<file path="src/afd_pkg.sv">
`timescale 1ns / 1ps
package afd_pkg;
   localparam int FieldBits = 32;

   localparam logic [1:0] PH_SPACE = 2'd0;
   localparam logic [1:0] PH_SIGN  = 2'd1;
   localparam logic [1:0] PH_DIGIT = 2'd2;
   localparam logic [1:0] PH_DONE  = 2'd3;

   localparam logic [7:0] MinLenReset = 8'd27;

   // classified byte passed from front to back
   typedef struct packed {
      logic       summary;
      logic [7:0] data;
   } afd_item_type;

   typedef struct packed {
      logic        kind;
      logic [7:0]  content_byte;
      logic        frame_ok;
      logic [31:0] frame_count;
      logic [31:0] command_id;
      logic [31:0] content_length;
      logic        content_kept;
   } afd_rsp_type;
endpackage

</file>
<file path="src/afd_if.sv">
`timescale 1ns / 1ps
interface afd_req_if;
   logic       valid;
   logic       ready;
   logic [7:0] in_byte;
   modport source (output valid, output in_byte, input ready);
   modport sink (input valid, input in_byte, output ready);
endinterface

</file>
<file path="src/afd_rsp_if.sv">
`timescale 1ns / 1ps
interface afd_rsp_if;
   logic        valid;
   logic        ready;
   logic        kind;
   logic [7:0]  content_byte;
   logic        frame_ok;
   logic [31:0] frame_count;
   logic [31:0] command_id;
   logic [31:0] content_length;
   logic        content_kept;
   modport source (output valid, kind, content_byte, frame_ok, frame_count, command_id,
                   content_length, content_kept, input ready);
   modport sink (input valid, kind, content_byte, frame_ok, frame_count, command_id,
                 content_length, content_kept, output ready);
endinterface

</file>
<file path="src/afd_front.sv">
`timescale 1ns / 1ps
// head/tail hunt: passes head markers, in-frame bytes and tail markers to the back end
module afd_front (
   input  logic                  clock,
   input  logic                  reset,
   input  logic                  in_valid,
   input  logic [7:0]            in_byte,
   output logic                  in_ready,
   output logic                  out_valid,
   output afd_pkg::afd_item_type out_item,
   input  logic                  out_ready
);
   import afd_pkg::*;
   logic       in_frame_ff, in_frame_in;
   logic [2:0] head_ff, head_in, tail_ff, tail_in, hn, tn;
   logic       ov_ff, ov_in;
   afd_item_type oi_ff, oi_in;
   logic       take;

   always_comb begin
      hn = 3'd0;
      if (in_byte == "/") hn = (head_ff == 3'd2) ? 3'd3 : 3'd1;
      else if (in_byte == "f") hn = (head_ff == 3'd1 || head_ff == 3'd3) ? 3'd2 : 3'd0;
      else if (in_byte == "b") hn = (head_ff == 3'd3) ? 3'd4 : 3'd0;
      tn = 3'd0;
      if (in_byte == "/") tn = (tail_ff == 3'd2) ? 3'd3 : 3'd1;
      else if (in_byte == "b") tn = (tail_ff == 3'd1 || tail_ff == 3'd3) ? 3'd2 : 3'd0;
      else if (in_byte == "f") tn = (tail_ff == 3'd3) ? 3'd4 : 3'd0;
   end

   assign in_ready = !ov_ff || out_ready;
   assign take = in_valid && in_ready;

   always_comb begin
      in_frame_in = in_frame_ff;
      head_in = head_ff;
      tail_in = tail_ff;
      ov_in = ov_ff && !out_ready;
      oi_in = oi_ff;
      if (take) begin
         if (!in_frame_ff) begin
            head_in = hn;
            // head start item resets the back end
            if (hn == 3'd4) begin
               in_frame_in = 1'b1;
               head_in = 3'd0;
               tail_in = 3'd2;
               ov_in = 1'b1;
               oi_in = '{summary: 1'b1, data: 8'd0};
            end
         end else begin
            tail_in = tn;
            ov_in = 1'b1;
            oi_in = '{summary: 1'b0, data: in_byte};
            if (tn == 3'd4) begin
               in_frame_in = 1'b0;
               tail_in = 3'd0;
               head_in = 3'd0;
               oi_in = '{summary: 1'b1, data: 8'd1};
            end
         end
      end
   end

   always_ff @(posedge clock) begin
      if (reset) begin
         in_frame_ff <= 1'b0;
         head_ff <= 3'd0;
         tail_ff <= 3'd0;
         ov_ff <= 1'b0;
      end else begin
         in_frame_ff <= in_frame_in;
         head_ff <= head_in;
         tail_ff <= tail_in;
         ov_ff <= ov_in;
      end
      oi_ff <= oi_in;
   end

   assign out_valid = ov_ff;
   assign out_item = oi_ff;
endmodule

</file>
<file path="src/afd_queue.sv">
`timescale 1ns / 1ps
// two-entry queue between front and back
module afd_queue (
   input  logic                  clock,
   input  logic                  reset,
   input  logic                  in_valid,
   input  afd_pkg::afd_item_type in_item,
   output logic                  in_ready,
   output logic                  out_valid,
   output afd_pkg::afd_item_type out_item,
   input  logic                  out_ready
);
   import afd_pkg::*;
   afd_item_type mem_ff [2];
   logic wp_ff, rp_ff;
   logic [1:0] cnt_ff;
   logic push, pop;
   assign in_ready = cnt_ff != 2'd2;
   assign out_valid = cnt_ff != 2'd0;
   assign out_item = mem_ff[rp_ff];
   assign push = in_valid && in_ready;
   assign pop = out_valid && out_ready;
   always_ff @(posedge clock) begin
      if (reset) begin
         wp_ff <= 1'b0;
         rp_ff <= 1'b0;
         cnt_ff <= 2'd0;
      end else begin
         if (push) wp_ff <= !wp_ff;
         if (pop) rp_ff <= !rp_ff;
         cnt_ff <= cnt_ff + {1'b0, push} - {1'b0, pop};
      end
      if (push) mem_ff[wp_ff] <= in_item;
   end
endmodule

</file>
<file path="src/afd_back.sv">
`timescale 1ns / 1ps
// field split, number parse, content delay and summary
module afd_back (
   input  logic                  clock,
   input  logic                  reset,
   input  logic [7:0]            min_len,
   input  logic                  in_valid,
   input  afd_pkg::afd_item_type in_item,
   output logic                  in_ready,
   output logic                  out_valid,
   output afd_pkg::afd_rsp_type  out_rsp,
   input  logic                  out_ready
);
   import afd_pkg::*;
   logic [2:0]  fidx_ff, fidx_in;
   logic [1:0]  dm_ff, dm_in, ph_ff, ph_in;
   logic        neg_ff, neg_in, err_ff, err_in;
   logic [32:0] acc_ff, acc_in;
   logic [31:0] cnt_ff, cnt_in, cmd_ff, cmd_in, len_ff, len_in, cc_ff, cc_in;
   logic [7:0]  fb_ff, fb_in, d0_ff, d0_in, d1_ff, d1_in;
   logic [7:0]  fb_nx;
   logic [1:0]  held_ff, held_in;
   logic        ov_ff, ov_in;
   afd_rsp_type or_ff, or_in;
   logic        take, dig, sp, ok, kept;
   logic [7:0]  c;
   logic [3:0]  dv;
   logic [32:0] lim, nacc;
   logic [31:0] fin;

   assign in_ready = !ov_ff || out_ready;
   assign take = in_valid && in_ready;
   assign c = in_item.data;
   assign dig = c >= "0" && c <= "9";
   assign sp = c == 8'd32 || (c >= 8'd9 && c <= 8'd13);
   assign dv = 4'(c - "0");
   assign lim = {1'b0, 32'h7fffffff} + {32'd0, neg_ff};
   assign nacc = 33'(acc_ff * 33'd10) + {29'd0, dv};
   assign fin = neg_ff ? 32'd0 - acc_ff[31:0] : acc_ff[31:0];
   // frame length including the byte being taken, saturating
   assign fb_nx = (fb_ff != 8'd255) ? fb_ff + 8'd1 : fb_ff;
   assign ok = !err_ff && fidx_ff >= 3'd5 && fb_nx >= min_len;
   assign kept = !($signed(len_ff) > 0 && cc_ff != len_ff);

   always_comb begin
      fidx_in = fidx_ff; dm_in = dm_ff; ph_in = ph_ff; neg_in = neg_ff;
      err_in = err_ff; acc_in = acc_ff; cnt_in = cnt_ff; cmd_in = cmd_ff;
      len_in = len_ff; cc_in = cc_ff; fb_in = fb_ff; d0_in = d0_ff;
      d1_in = d1_ff; held_in = held_ff;
      ov_in = ov_ff && !out_ready;
      or_in = or_ff;
      if (take && in_item.summary && c == 8'd0) begin
         // frame start
         fidx_in = 3'd0; dm_in = 2'd0; ph_in = PH_SPACE; neg_in = 1'b0;
         acc_in = '0; cnt_in = '0; cmd_in = '0; len_in = '0; cc_in = '0;
         held_in = 2'd0; err_in = 1'b0; fb_in = 8'd4;
      end else if (take) begin
         fb_in = fb_nx;
         if (in_item.summary) begin
            ov_in = 1'b1;
            or_in = '0;
            or_in.kind = 1'b1;
            held_in = 2'd0;
            if (ok) begin
               or_in.frame_ok = 1'b1;
               or_in.frame_count = cnt_ff;
               or_in.command_id = cmd_ff;
               or_in.content_length = kept ? len_ff : 32'd0;
               or_in.content_kept = kept;
            end
         end else if (fidx_ff < 3'd5) begin
            dm_in = (c == "I") ? dm_ff + 2'd1 : 2'd0;
            if (c == "I" && dm_ff == 2'd2) begin
               dm_in = 2'd0;
               if (fidx_ff >= 3'd1 && fidx_ff <= 3'd3 && ph_ff < PH_DIGIT) err_in = 1'b1;
               if (fidx_ff == 3'd1) cnt_in = fin;
               if (fidx_ff == 3'd2) cmd_in = fin;
               if (fidx_ff == 3'd3) len_in = fin;
               ph_in = PH_SPACE; neg_in = 1'b0; acc_in = '0;
               held_in = 2'd0;
               fidx_in = fidx_ff + 3'd1;
            end else if (fidx_ff >= 3'd1 && fidx_ff <= 3'd3) begin
               if (ph_ff == PH_SPACE && sp) begin
               end else if (ph_ff == PH_SPACE && (c == "+" || c == "-")) begin
                  neg_in = c == "-";
                  ph_in = PH_SIGN;
               end else if (ph_ff == PH_SPACE || ph_ff == PH_SIGN) begin
                  if (dig) begin
                     acc_in = {29'd0, dv};
                     ph_in = PH_DIGIT;
                  end else begin
                     err_in = 1'b1;
                     ph_in = PH_DONE;
                  end
               end else if (ph_ff == PH_DIGIT) begin
                  if (!dig) ph_in = PH_DONE;
                  else begin
                     acc_in = nacc;
                     if (nacc > lim || acc_ff > 33'd214748364) begin
                        err_in = 1'b1;
                        ph_in = PH_DONE;
                     end
                  end
               end
            end else if (fidx_ff == 3'd4) begin
               if (held_ff == 2'd2) begin
                  ov_in = 1'b1;
                  or_in = '0;
                  or_in.content_byte = d0_ff;
                  if (cc_ff != 32'hffffffff) cc_in = cc_ff + 32'd1;
                  d0_in = d1_ff;
                  d1_in = c;
               end else begin
                  if (held_ff[0]) d1_in = c;
                  else d0_in = c;
                  held_in = held_ff + 2'd1;
               end
            end
         end
      end
   end

   always_ff @(posedge clock) begin
      if (reset) begin
         fidx_ff <= 3'd0; dm_ff <= 2'd0; ph_ff <= PH_SPACE; neg_ff <= 1'b0;
         err_ff <= 1'b0; acc_ff <= '0; held_ff <= 2'd0; ov_ff <= 1'b0;
         fb_ff <= 8'd0; cc_ff <= '0; cnt_ff <= '0; cmd_ff <= '0; len_ff <= '0;
      end else begin
         fidx_ff <= fidx_in; dm_ff <= dm_in; ph_ff <= ph_in; neg_ff <= neg_in;
         err_ff <= err_in; acc_ff <= acc_in; held_ff <= held_in; ov_ff <= ov_in;
         fb_ff <= fb_in; cc_ff <= cc_in; cnt_ff <= cnt_in; cmd_ff <= cmd_in;
         len_ff <= len_in;
      end
      d0_ff <= d0_in;
      d1_ff <= d1_in;
      or_ff <= or_in;
   end

   assign out_valid = ov_ff;
   assign out_rsp = or_ff;
endmodule

</file>
<file path="src/ascii_frame_deframer.sv">
`timescale 1ns / 1ps
// ascii frame deframer: one request byte per cycle, sustained while responses are not stalled
// a response passes through the front register, the queue and the back register;
// content bytes are held two bytes late
// throughput: one request per cycle while the response side does not stall
// reset: synchronous, active high; hunting for a head, min frame length 27
module ascii_frame_deframer (
   input  logic       clock,
   input  logic       reset,
   input  logic       csr_we,
   input  logic [7:0] csr_wdata,
   afd_req_if.sink    req,
   afd_rsp_if.source  rsp
);
   import afd_pkg::*;
   logic [7:0]   min_len_ff;
   logic         f_valid, f_ready, q_valid, q_ready, b_valid;
   afd_item_type f_item, q_item;
   afd_rsp_type  b_rsp;

   // configuration register
   always_ff @(posedge clock) begin
      if (reset) min_len_ff <= MinLenReset;
      else if (csr_we) min_len_ff <= csr_wdata;
   end

   // front: head/tail hunt
   afd_front u_front (
      .clock(clock), .reset(reset),
      .in_valid(req.valid), .in_byte(req.in_byte), .in_ready(req.ready),
      .out_valid(f_valid), .out_item(f_item), .out_ready(f_ready)
   );

   // queue lets either side stall alone
   afd_queue u_queue (
      .clock(clock), .reset(reset),
      .in_valid(f_valid), .in_item(f_item), .in_ready(f_ready),
      .out_valid(q_valid), .out_item(q_item), .out_ready(q_ready)
   );

   // back: fields, numbers, content and summary
   afd_back u_back (
      .clock(clock), .reset(reset), .min_len(min_len_ff),
      .in_valid(q_valid), .in_item(q_item), .in_ready(q_ready),
      .out_valid(b_valid), .out_rsp(b_rsp), .out_ready(rsp.ready)
   );

   assign rsp.valid = b_valid;
   assign rsp.kind = b_rsp.kind;
   assign rsp.content_byte = b_rsp.content_byte;
   assign rsp.frame_ok = b_rsp.frame_ok;
   assign rsp.frame_count = b_rsp.frame_count;
   assign rsp.command_id = b_rsp.command_id;
   assign rsp.content_length = b_rsp.content_length;
   assign rsp.content_kept = b_rsp.content_kept;
endmodule

</file>
<file path="src/flat_wrapper.sv">
// flat-port wrapper written by rule: the top's interface ports become plain ports
module ascii_frame_deframer_flat import afd_pkg::*;
  (clock, reset, csr_we, csr_wdata, req_valid, req_in_byte, req_ready, rsp_valid, rsp_kind, rsp_content_byte, rsp_frame_ok, rsp_frame_count, rsp_command_id, rsp_content_length, rsp_content_kept, rsp_ready);
  afd_req_if req_i ();
  afd_rsp_if rsp_i ();
  input  logic clock;
  input  logic reset;
  input  logic csr_we;
  input  logic [7:0] csr_wdata;
  input wire logic [$bits(req_i.valid)-1:0] req_valid;
  input wire logic [$bits(req_i.in_byte)-1:0] req_in_byte;
  output wire logic [$bits(req_i.ready)-1:0] req_ready;
  output wire logic [$bits(rsp_i.valid)-1:0] rsp_valid;
  output wire logic [$bits(rsp_i.kind)-1:0] rsp_kind;
  output wire logic [$bits(rsp_i.content_byte)-1:0] rsp_content_byte;
  output wire logic [$bits(rsp_i.frame_ok)-1:0] rsp_frame_ok;
  output wire logic [$bits(rsp_i.frame_count)-1:0] rsp_frame_count;
  output wire logic [$bits(rsp_i.command_id)-1:0] rsp_command_id;
  output wire logic [$bits(rsp_i.content_length)-1:0] rsp_content_length;
  output wire logic [$bits(rsp_i.content_kept)-1:0] rsp_content_kept;
  input wire logic [$bits(rsp_i.ready)-1:0] rsp_ready;
  assign req_i.valid = req_valid;
  assign req_i.in_byte = req_in_byte;
  assign req_ready = req_i.ready;
  assign rsp_valid = rsp_i.valid;
  assign rsp_kind = rsp_i.kind;
  assign rsp_content_byte = rsp_i.content_byte;
  assign rsp_frame_ok = rsp_i.frame_ok;
  assign rsp_frame_count = rsp_i.frame_count;
  assign rsp_command_id = rsp_i.command_id;
  assign rsp_content_length = rsp_i.content_length;
  assign rsp_content_kept = rsp_i.content_kept;
  assign rsp_i.ready = rsp_ready;
  ascii_frame_deframer u_core (.clock(clock), .reset(reset), .csr_we(csr_we), .csr_wdata(csr_wdata), .req(req_i), .rsp(rsp_i));
endmodule
</file>
<file path="config.mk">
export PLATFORM = sky130hd
export DESIGN_NAME = ascii_frame_deframer_flat
export DESIGN_NICKNAME = d
export VERILOG_FILES = /design/src/afd_pkg.sv /design/src/afd_if.sv /design/src/afd_rsp_if.sv /design/src/afd_front.sv /design/src/afd_queue.sv /design/src/afd_back.sv /design/src/ascii_frame_deframer.sv /design/src/flat_wrapper.sv
export SDC_FILE = /design/constraint.sdc
export NUM_CORES = 1
export LEC_CHECK = 0
export BUFFER_PORTS_ARGS = -buffer_cell sky130_fd_sc_hd__buf_2
export CORE_MARGIN = 3
export CORE_UTILIZATION = 40
export DETAILED_ROUTE_END_ITERATION = 6
export SLEW_MARGIN = 20
export SYNTH_ARGS = -nofsm -noshare
export SYNTH_HDL_FRONTEND = slang
export SYNTH_HIERARCHICAL = 1
export SYNTH_SLANG_ARGS = --single-unit
</file>
<file path="constraint.sdc">
create_clock -name clock -period 8.1 [get_ports clock]
set_clock_uncertainty 0.2 [all_clocks]
set_input_delay 0.405 -clock clock [delete_from_list [all_inputs] [get_ports clock]]
set_output_delay 0.405 -clock clock [all_outputs]
set_load 0.005 [all_outputs]
</file>
After elaboration in Yosys (flattened, before gate mapping)

Memory sizes are Yosys's and may differ from the RTL's. A register that Yosys moved wholly into a read port is not among the register bits.
Index checks and enable logic that the tools add are counted.

Muxes and demuxes: 94
Bitwise operators: 4
$mul: 1
$lt $le $gt $ge: 13
Reductions and logical operators: 66
Equality and inequality tests: 40
$add $sub $neg: 11

Operators by type and width:

| cell                    | count |
|---|---|
| $mux W107               | 5 |
| $mux W33                | 8 |
| $mux W98                | 2 |
| $mux W32                | 2 |
| $mux W3                 | 16 |
| $mux W2                 | 20 |
| $mux W8                 | 5 |
| $add A33 B4 Y33         | 1 |
| $gt A33 B28 Y1 const B  | 1 |
| $gt A33 B32 Y1          | 1 |
| $mul A33 B3 Y32 const B | 1 |
| $mux W1                 | 33 |
| $add A31 B1 Y32 const A | 1 |
| $add A32 B1 Y32 const B | 1 |
| $eq A8 B6 Y1 const B    | 4 |
| $gt A32 B1 Y1 const B   | 1 |
| $ne A32 B32 Y1          | 1 |
| $ne A32 B32 Y1 const B  | 1 |
| $sub A1 B32 Y32 const A | 1 |
| $mux W9                 | 3 |
| $eq A8 B7 Y1 const B    | 3 |
| $reduce_and A8 Y1       | 3 |
| $reduce_and A5 Y1       | 4 |
| $eq A3 B2 Y1 const B    | 6 |
| 42 further kinds        | 105 |

Output and inout bits: 109
Flip-flop bits (word level): 333
Word-level logic and storage cells: 263
Bits of input ports: 21
RAM bits: 18
Memories: 1

Memory list:

| name                  | words | width | read ports | clocked after memory_dff | wr ports | line            | source |
|---|---|---|---|---|---|---|---|
| u_core.u_queue.mem_ff | 2     | 9     | 1          | 1                        | 1        | afd_queue.sv:14 | `afd_item_type mem_ff [2];` |

Depth between registers and ports, before layout

Word-level depth: 12
Mapped depth: 24
Mapped depth without buffers: 23

Hierarchy

Netlist, hierarchy kept.

Modules (own cells, without submodules):

| module               | area each (um^2) | instances | cells an instance | sequential area each (um^2) |
|---|---|---|---|---|
| afd_back             | 16,363.2         | 1         | 1,704             | 7,317.0 |
| afd_queue            | 903.4            | 1         | 57                | 640.6 |
| afd_front            | 804.5            | 1         | 72                | 430.4 |
| ascii_frame_deframer | 297.8            | 1         | 26                | 160.2 |

Worst setup path after synthesis

Ideal clock, no wire load.

Path type: reg2reg
From: register with a tool-made name
To: register u_core.u_back.or_ff, in the netlist u_core/u_back/out_rsp[0], enable pin
Required time: 7.326 ns
Data arrival time: 5.887 ns
Cell stages (with the launch flop): 8
Library setup time: 0.574 ns
Path slack: 1.439 ns
Path through: dfxtp_1 buf_2 mux2_2 clkbuf_1 nor2_1 nand4_1 a31oi_1 nor2_1

RTL lines:

| element              | line            | source |
|---|---|---|
| end signal, assigned | afd_back.sv:136 | `or_ff <= or_in;` |
| end, declared        | afd_back.sv:24  | `afd_rsp_type or_ff, or_in;` |

Worst setup path after layout

From: register u_core.u_back.acc_ff[1]
To: register u_core.u_back.ph_ff[1]

Word-level cells in the longest chain between the ends: 6

Ends and longest elaborated chain:

| element                       | line            | source |
|---|---|---|
| start, declared               | afd_back.sv:18  | `logic [32:0] acc_ff, acc_in;` |
| start signal, assigned        | afd_back.sv:130 | `err_ff <= err_in; acc_ff <= acc_in; held_ff <= held_in; ov_ff <= ov_in;` |
| $mul A33 B3 Y32               | afd_back.sv:38  | `assign nacc = 33'(acc_ff * 33'd10) + {29'd0, dv};` |
| $add A33 B4 Y33               | afd_back.sv:38  |  |
| $gt A33 B32 Y1                | afd_back.sv:99  | `if (nacc > lim \|\| acc_ff > 33'd214748364) begin` |
| $logic_or A1 B1 Y1 *          | afd_back.sv:99  |  |
| $ne A5 B1 Y1 (no line) *      | -               |  |
| $reduce_and A7 Y1 (no line) * | -               |  |
| end signal, assigned          | afd_back.sv:129 | `fidx_ff <= fidx_in; dm_ff <= dm_in; ph_ff <= ph_in; neg_ff <= neg_in;` |
| end, declared                 | afd_back.sv:16  | `logic [1:0] dm_ff, dm_in, ph_ff, ph_in;` |

Every way passes the cells marked *; elsewhere a longest branch is shown, timed or not.
A chain may end at the register's enable or synchronous reset.

==> impl_metrics.sql <==
INSERT INTO impl_metrics (metric_group, metric, value, unit) VALUES
('clock_tree', 'clock_insertion_delay_worst_skew', '0.53', 'ns'),
('timing', 'setup_tns', '0', 'ns'),
('synth', 'mappedNetlistArea', '0.0184', 'sq mm'),
('setup_path', 'setup.worst_path.end_class', 'register', ''),
('synth', 'synth.largest_area_cell', 'sky130_fd_sc_hd__edfxtp_1', ''),
('clock_tree', 'cts_tree', 'built', ''),
('route', 'drt_first_pass_iters', '5', ''),
('grt', 'grt-ovfl-total', '0', ''),
('timing', 'slew_headroom', '0.271', ''),
('placement', 'port-buffer-count', '129', ''),
('setup_path', 'crit_path_start_kind', 'register', ''),
('synth', 'synth.top_cells.by_count', 'sky130_fd_sc_hd__nor2_1, sky130_fd_sc_hd__dfxtp_1, sky130_fd_sc_hd__edfxtp_1', ''),
('synth', 'yosys.cell_types.count', '91', ''),
('placement', 'pre_cts_ws', '1.39', 'ns'),
('route', 'route.final.wire_length', '44.9', 'mm'),
('synth', 'yosys_register_bits', '352', ''),
('grt', 'grt_pass1_wl', '72.7', 'mm'),
('floorplanning', 'io_pins', '130', ''),
('setup_path', 'worst-endpoint-arrival', '7.10', 'ns'),
('synth', 'synth_ff_type', 'sky130_fd_sc_hd__dfxtp_1', ''),
('setup_path', 'critPathKind', 'reg2reg', ''),
('status', 'outcome', 'completed', ''),
('synth', 'synth-seq-area-share', '0.465', ''),
('floorplanning', 'rows', '77', ''),
('timing', 'max_freq', '0.146', 'GHz'),
('clock_tree', 'cts_resized', '0', ''),
('pwr', 'cellPowerDensity', '205', 'mW/mm^2'),
('grt', 'first_global_vias', '13435', ''),
('setup_path', 'crit_path_max_fanout', '8', ''),
('timing', 'setup_repair_after_global_routing_missed_its_margin', 'false', ''),
('clock_tree', 'clock_sink_count', '352', ''),
('placement', 'globalplace.congestion', '0.893', ''),
('floorplanning', 'die_area', '0.0485', 'sq mm'),
('timing', 'tightest_slew', '1.09', 'ns'),
('layout', 'antenna-diode-count', '0', ''),
('route', 'num_vias', '13954', ''),
('placement', 'hpwlAfterDp', '33.2', 'mm'),
('timing', 'setup-violations-final', '0', ''),
('clock_tree', 'cts_max_path_buffers', '3', ''),
('synth', 'syn-instance-count', '1859', ''),
('layout', 'finish.cell_count_without_fillers', '2582', ''),
('timing', 'final.period_utilization', '0.847', ''),
('synth', 'synth_most_common_cell', 'sky130_fd_sc_hd__nor2_1', ''),
('route', 'wl_per_cell', '17.4', 'microns'),
('synth', 'synth_area_leaders', 'sky130_fd_sc_hd__edfxtp_1, sky130_fd_sc_hd__dfxtp_1, sky130_fd_sc_hd__ha_1', ''),
('route', 'drc_markers', '0', ''),
('layout', 'finish.net_count', '2096', ''),
('synth', 'synth_top_cell_area_share', '0.245', ''),
('route', 'viasPerCell', '5.40', ''),
('synth', 'ys_warnings', '6', ''),
('timing', 'timing.final.max_slew_violations', '0', ''),
('grt', 'grt_max_degree', '94', ''),
('pwr', 'total_leakage_power', '8.29', 'nW'),
('route', 'antenna_violating_nets_post_route', '0', ''),
('clock_tree', 'number_of_buffers_inserted_during_clock_tree_synthesis', '37', ''),
('clock_tree', 'cts_post_setup_buffers_inserted', '0', ''),
('floorplanning', 'die_height', '220', 'microns'),
('floorplanning', 'initial_utilization', '0.410', ''),
('clock_tree', 'worst_setup_hold_path_clk_slew', '0.06', 'ns'),
('worst_hold_path', 'min-delay-path-class', 'in2reg', ''),
('clock_tree', 'cts_root_buffer', 'sky130_fd_sc_hd__clkbuf_16', ''),
('layout', 'area_growth_syn_to_layout', '13.7', '%'),
('timing', 'final_period_minus_worst_setup_slack', '6.86', 'ns'),
('pwr', 'vdd_ir_drop_max', '0.135', 'mV'),
('layout', 'layout.core_utilization', '0.466', ''),
('clock_tree', 'depth_of_the_cts_h_tree', '2', ''),
('grt', 'grt_antenna_before_repair', '0', ''),
('layout', 'share_of_layout_cells_above_drive_strength_1', '0.127', ''),
('setup_path', 'required', '8.34', 'ns'),
('synth', 'synth_area_per_cell', '9.88', 'sq um'),
('synth', 'synth_edf_count', '150', ''),
('route', 'dr.first_iter.drc_count', '1062', ''),
('floorplanning', 'core_area', '0.0448', 'sq mm'),
('synth', 'synth.net_count', '1994', ''),
('timing', 'final-hold-violation-count', '0', ''),
('job', 'cap_viol_max_count', '0', ''),
('placement', 'dpl.cell_count', '2500', ''),
('timing', 'final_critical_path_setup_slack', '1.24', 'ns'),
('synth', 'async_flop_share', '0', ''),
('floorplanning', 'die_width', '220', 'microns'),
('grt', 'gr-usage-all-layers', '0.185', ''),
('timing', 'final.hold.worst_slack', '0.0348', 'ns');
[state kept, by name (all words and copies together), names as in the netlist, 9 cells and up, named ones only]
signal / count
u_core/u_back/cnt_ff: 32
u_core/u_queue/mem_ff: 18
u_core/u_front/out_item: 9
u_core/u_back/cmd_ff: 32
u_core/u_back/len_ff: 32
u_core/u_back/cc_ff: 32
u_core/u_back/acc_ff: 33
u_core/u_back/out_rsp: 107
[cell usage in the layout (no fill, tap or decap), drive strengths merged, types with 13 or more instances in the layout]
master,Yosys,layout
nor3,30,30
inv,46,48
nor4,34,34
buf,25,138
dlygate4sd3,0,14
nand3,42,42
nor2b,20,20
nor2,255,255
or3,21,21
a21oi,74,74
clkbuf,64,48
o21ai,47,47
nand4,33,33
mux2i,16,16
o31ai,13,13
and2,116,116
nand2,87,87
a22oi,25,25
xor2,109,109
mux2,17,17
edfxtp,150,150
a21o,19,19
and3,15,15
ha,112,112
a211oi,101,101
and4,14,14
xnor2,47,47
dfxtp,202,202
[area by class of cell]
cell class	count	area [sq um]
fillers	4246	23900
multi-input cells	1372	9320
flip-flops and latches	352	8550
clock buffers	48	1030
repair buffers	152	853
well taps	592	741
clock inverters	20	230
inverters	46	173
[metrics by stage]
stage,power (mW),instance area (sq um)
after CTS,4.33,20900
after global placement,2.59,19500
after global routing,4.47,20900
after detailed placement,2.60,19500
final,4.28,20900
after floorplan,2.41,18400
[cell families after synthesis]
group / share of synthesized area
XOR/XNOR: 0.0744
adder cells (fa/ha/maj): 0.0785
AND/OR/NAND/NOR: 0.202
multiplexers: 0.0193
buffers and inverters: 0.0288
flip-flops: 0.465
AO/OA/AOI/OAI: 0.132
[timing repair]
action / CTS / global route
hold buffers: 14 / 0
setup endpoints to repair: 0 / 0
endpoints found under the hold margin: 14 / 0
[final timing paths]
kind | depth (start not counted) | startpoint | slack (ns) | end
setup / recovery | 23 | u_core/u_back/acc_ff[1] | 1.24 | u_core/u_back/ph_ff[1]
setup reg to reg | 23 | u_core/u_back/acc_ff[1] | 1.24 | u_core/u_back/ph_ff[1]
hold reg to reg | 0 | u_core/u_front/out_item[4] | 0.25 | u_core/u_queue/mem_ff[1][4]
hold / removal | 2 | req_in_byte[3] | 0.03 | u_core/u_front/out_item[3]
[power breakdown]
part           leakage, nW  internal, mW  switching [mW]
clock network        0.614          1.03           0.694
logic                 4.65         0.182           0.292
registers             3.03          2.02          0.0586
total                 8.29          3.23            1.04
[critical path: stages (launching register included)]
cell                        delay (ns)
sky130_fd_sc_hd__dfxtp_1          0.51
sky130_fd_sc_hd__ha_1             0.30
sky130_fd_sc_hd__ha_1             0.23
sky130_fd_sc_hd__fa_1             0.43
sky130_fd_sc_hd__xor2_1           0.33
sky130_fd_sc_hd__nand2b_1         0.12
sky130_fd_sc_hd__mux2i_2          0.21
sky130_fd_sc_hd__and4b_4          0.29
sky130_fd_sc_hd__nand3_1          0.19
sky130_fd_sc_hd__or4_1            0.67
sky130_fd_sc_hd__nor4_1           0.51
sky130_fd_sc_hd__nand2_1          0.14
sky130_fd_sc_hd__xnor2_1          0.23
sky130_fd_sc_hd__ha_1             0.27
sky130_fd_sc_hd__nand2_1          0.08
sky130_fd_sc_hd__nor2_1           0.05
sky130_fd_sc_hd__a2111oi_0        0.42
sky130_fd_sc_hd__nor2_1           0.09
sky130_fd_sc_hd__o311ai_0         0.26
sky130_fd_sc_hd__o311ai_0         0.39
sky130_fd_sc_hd__nor3b_1          0.33
sky130_fd_sc_hd__mux2i_1          0.16
sky130_fd_sc_hd__and2_4           0.20
sky130_fd_sc_hd__o31ai_2          0.17
[metal layers]
layer  wire, microns  track usage  up-vias
li1                -            -     6957
met1           21500        0.263     6605
met2           20600        0.299      325
met3            1800       0.0205       67
met4             931       0.0509        0
met5               0            0        -
(Power assumes the default switching activity.)
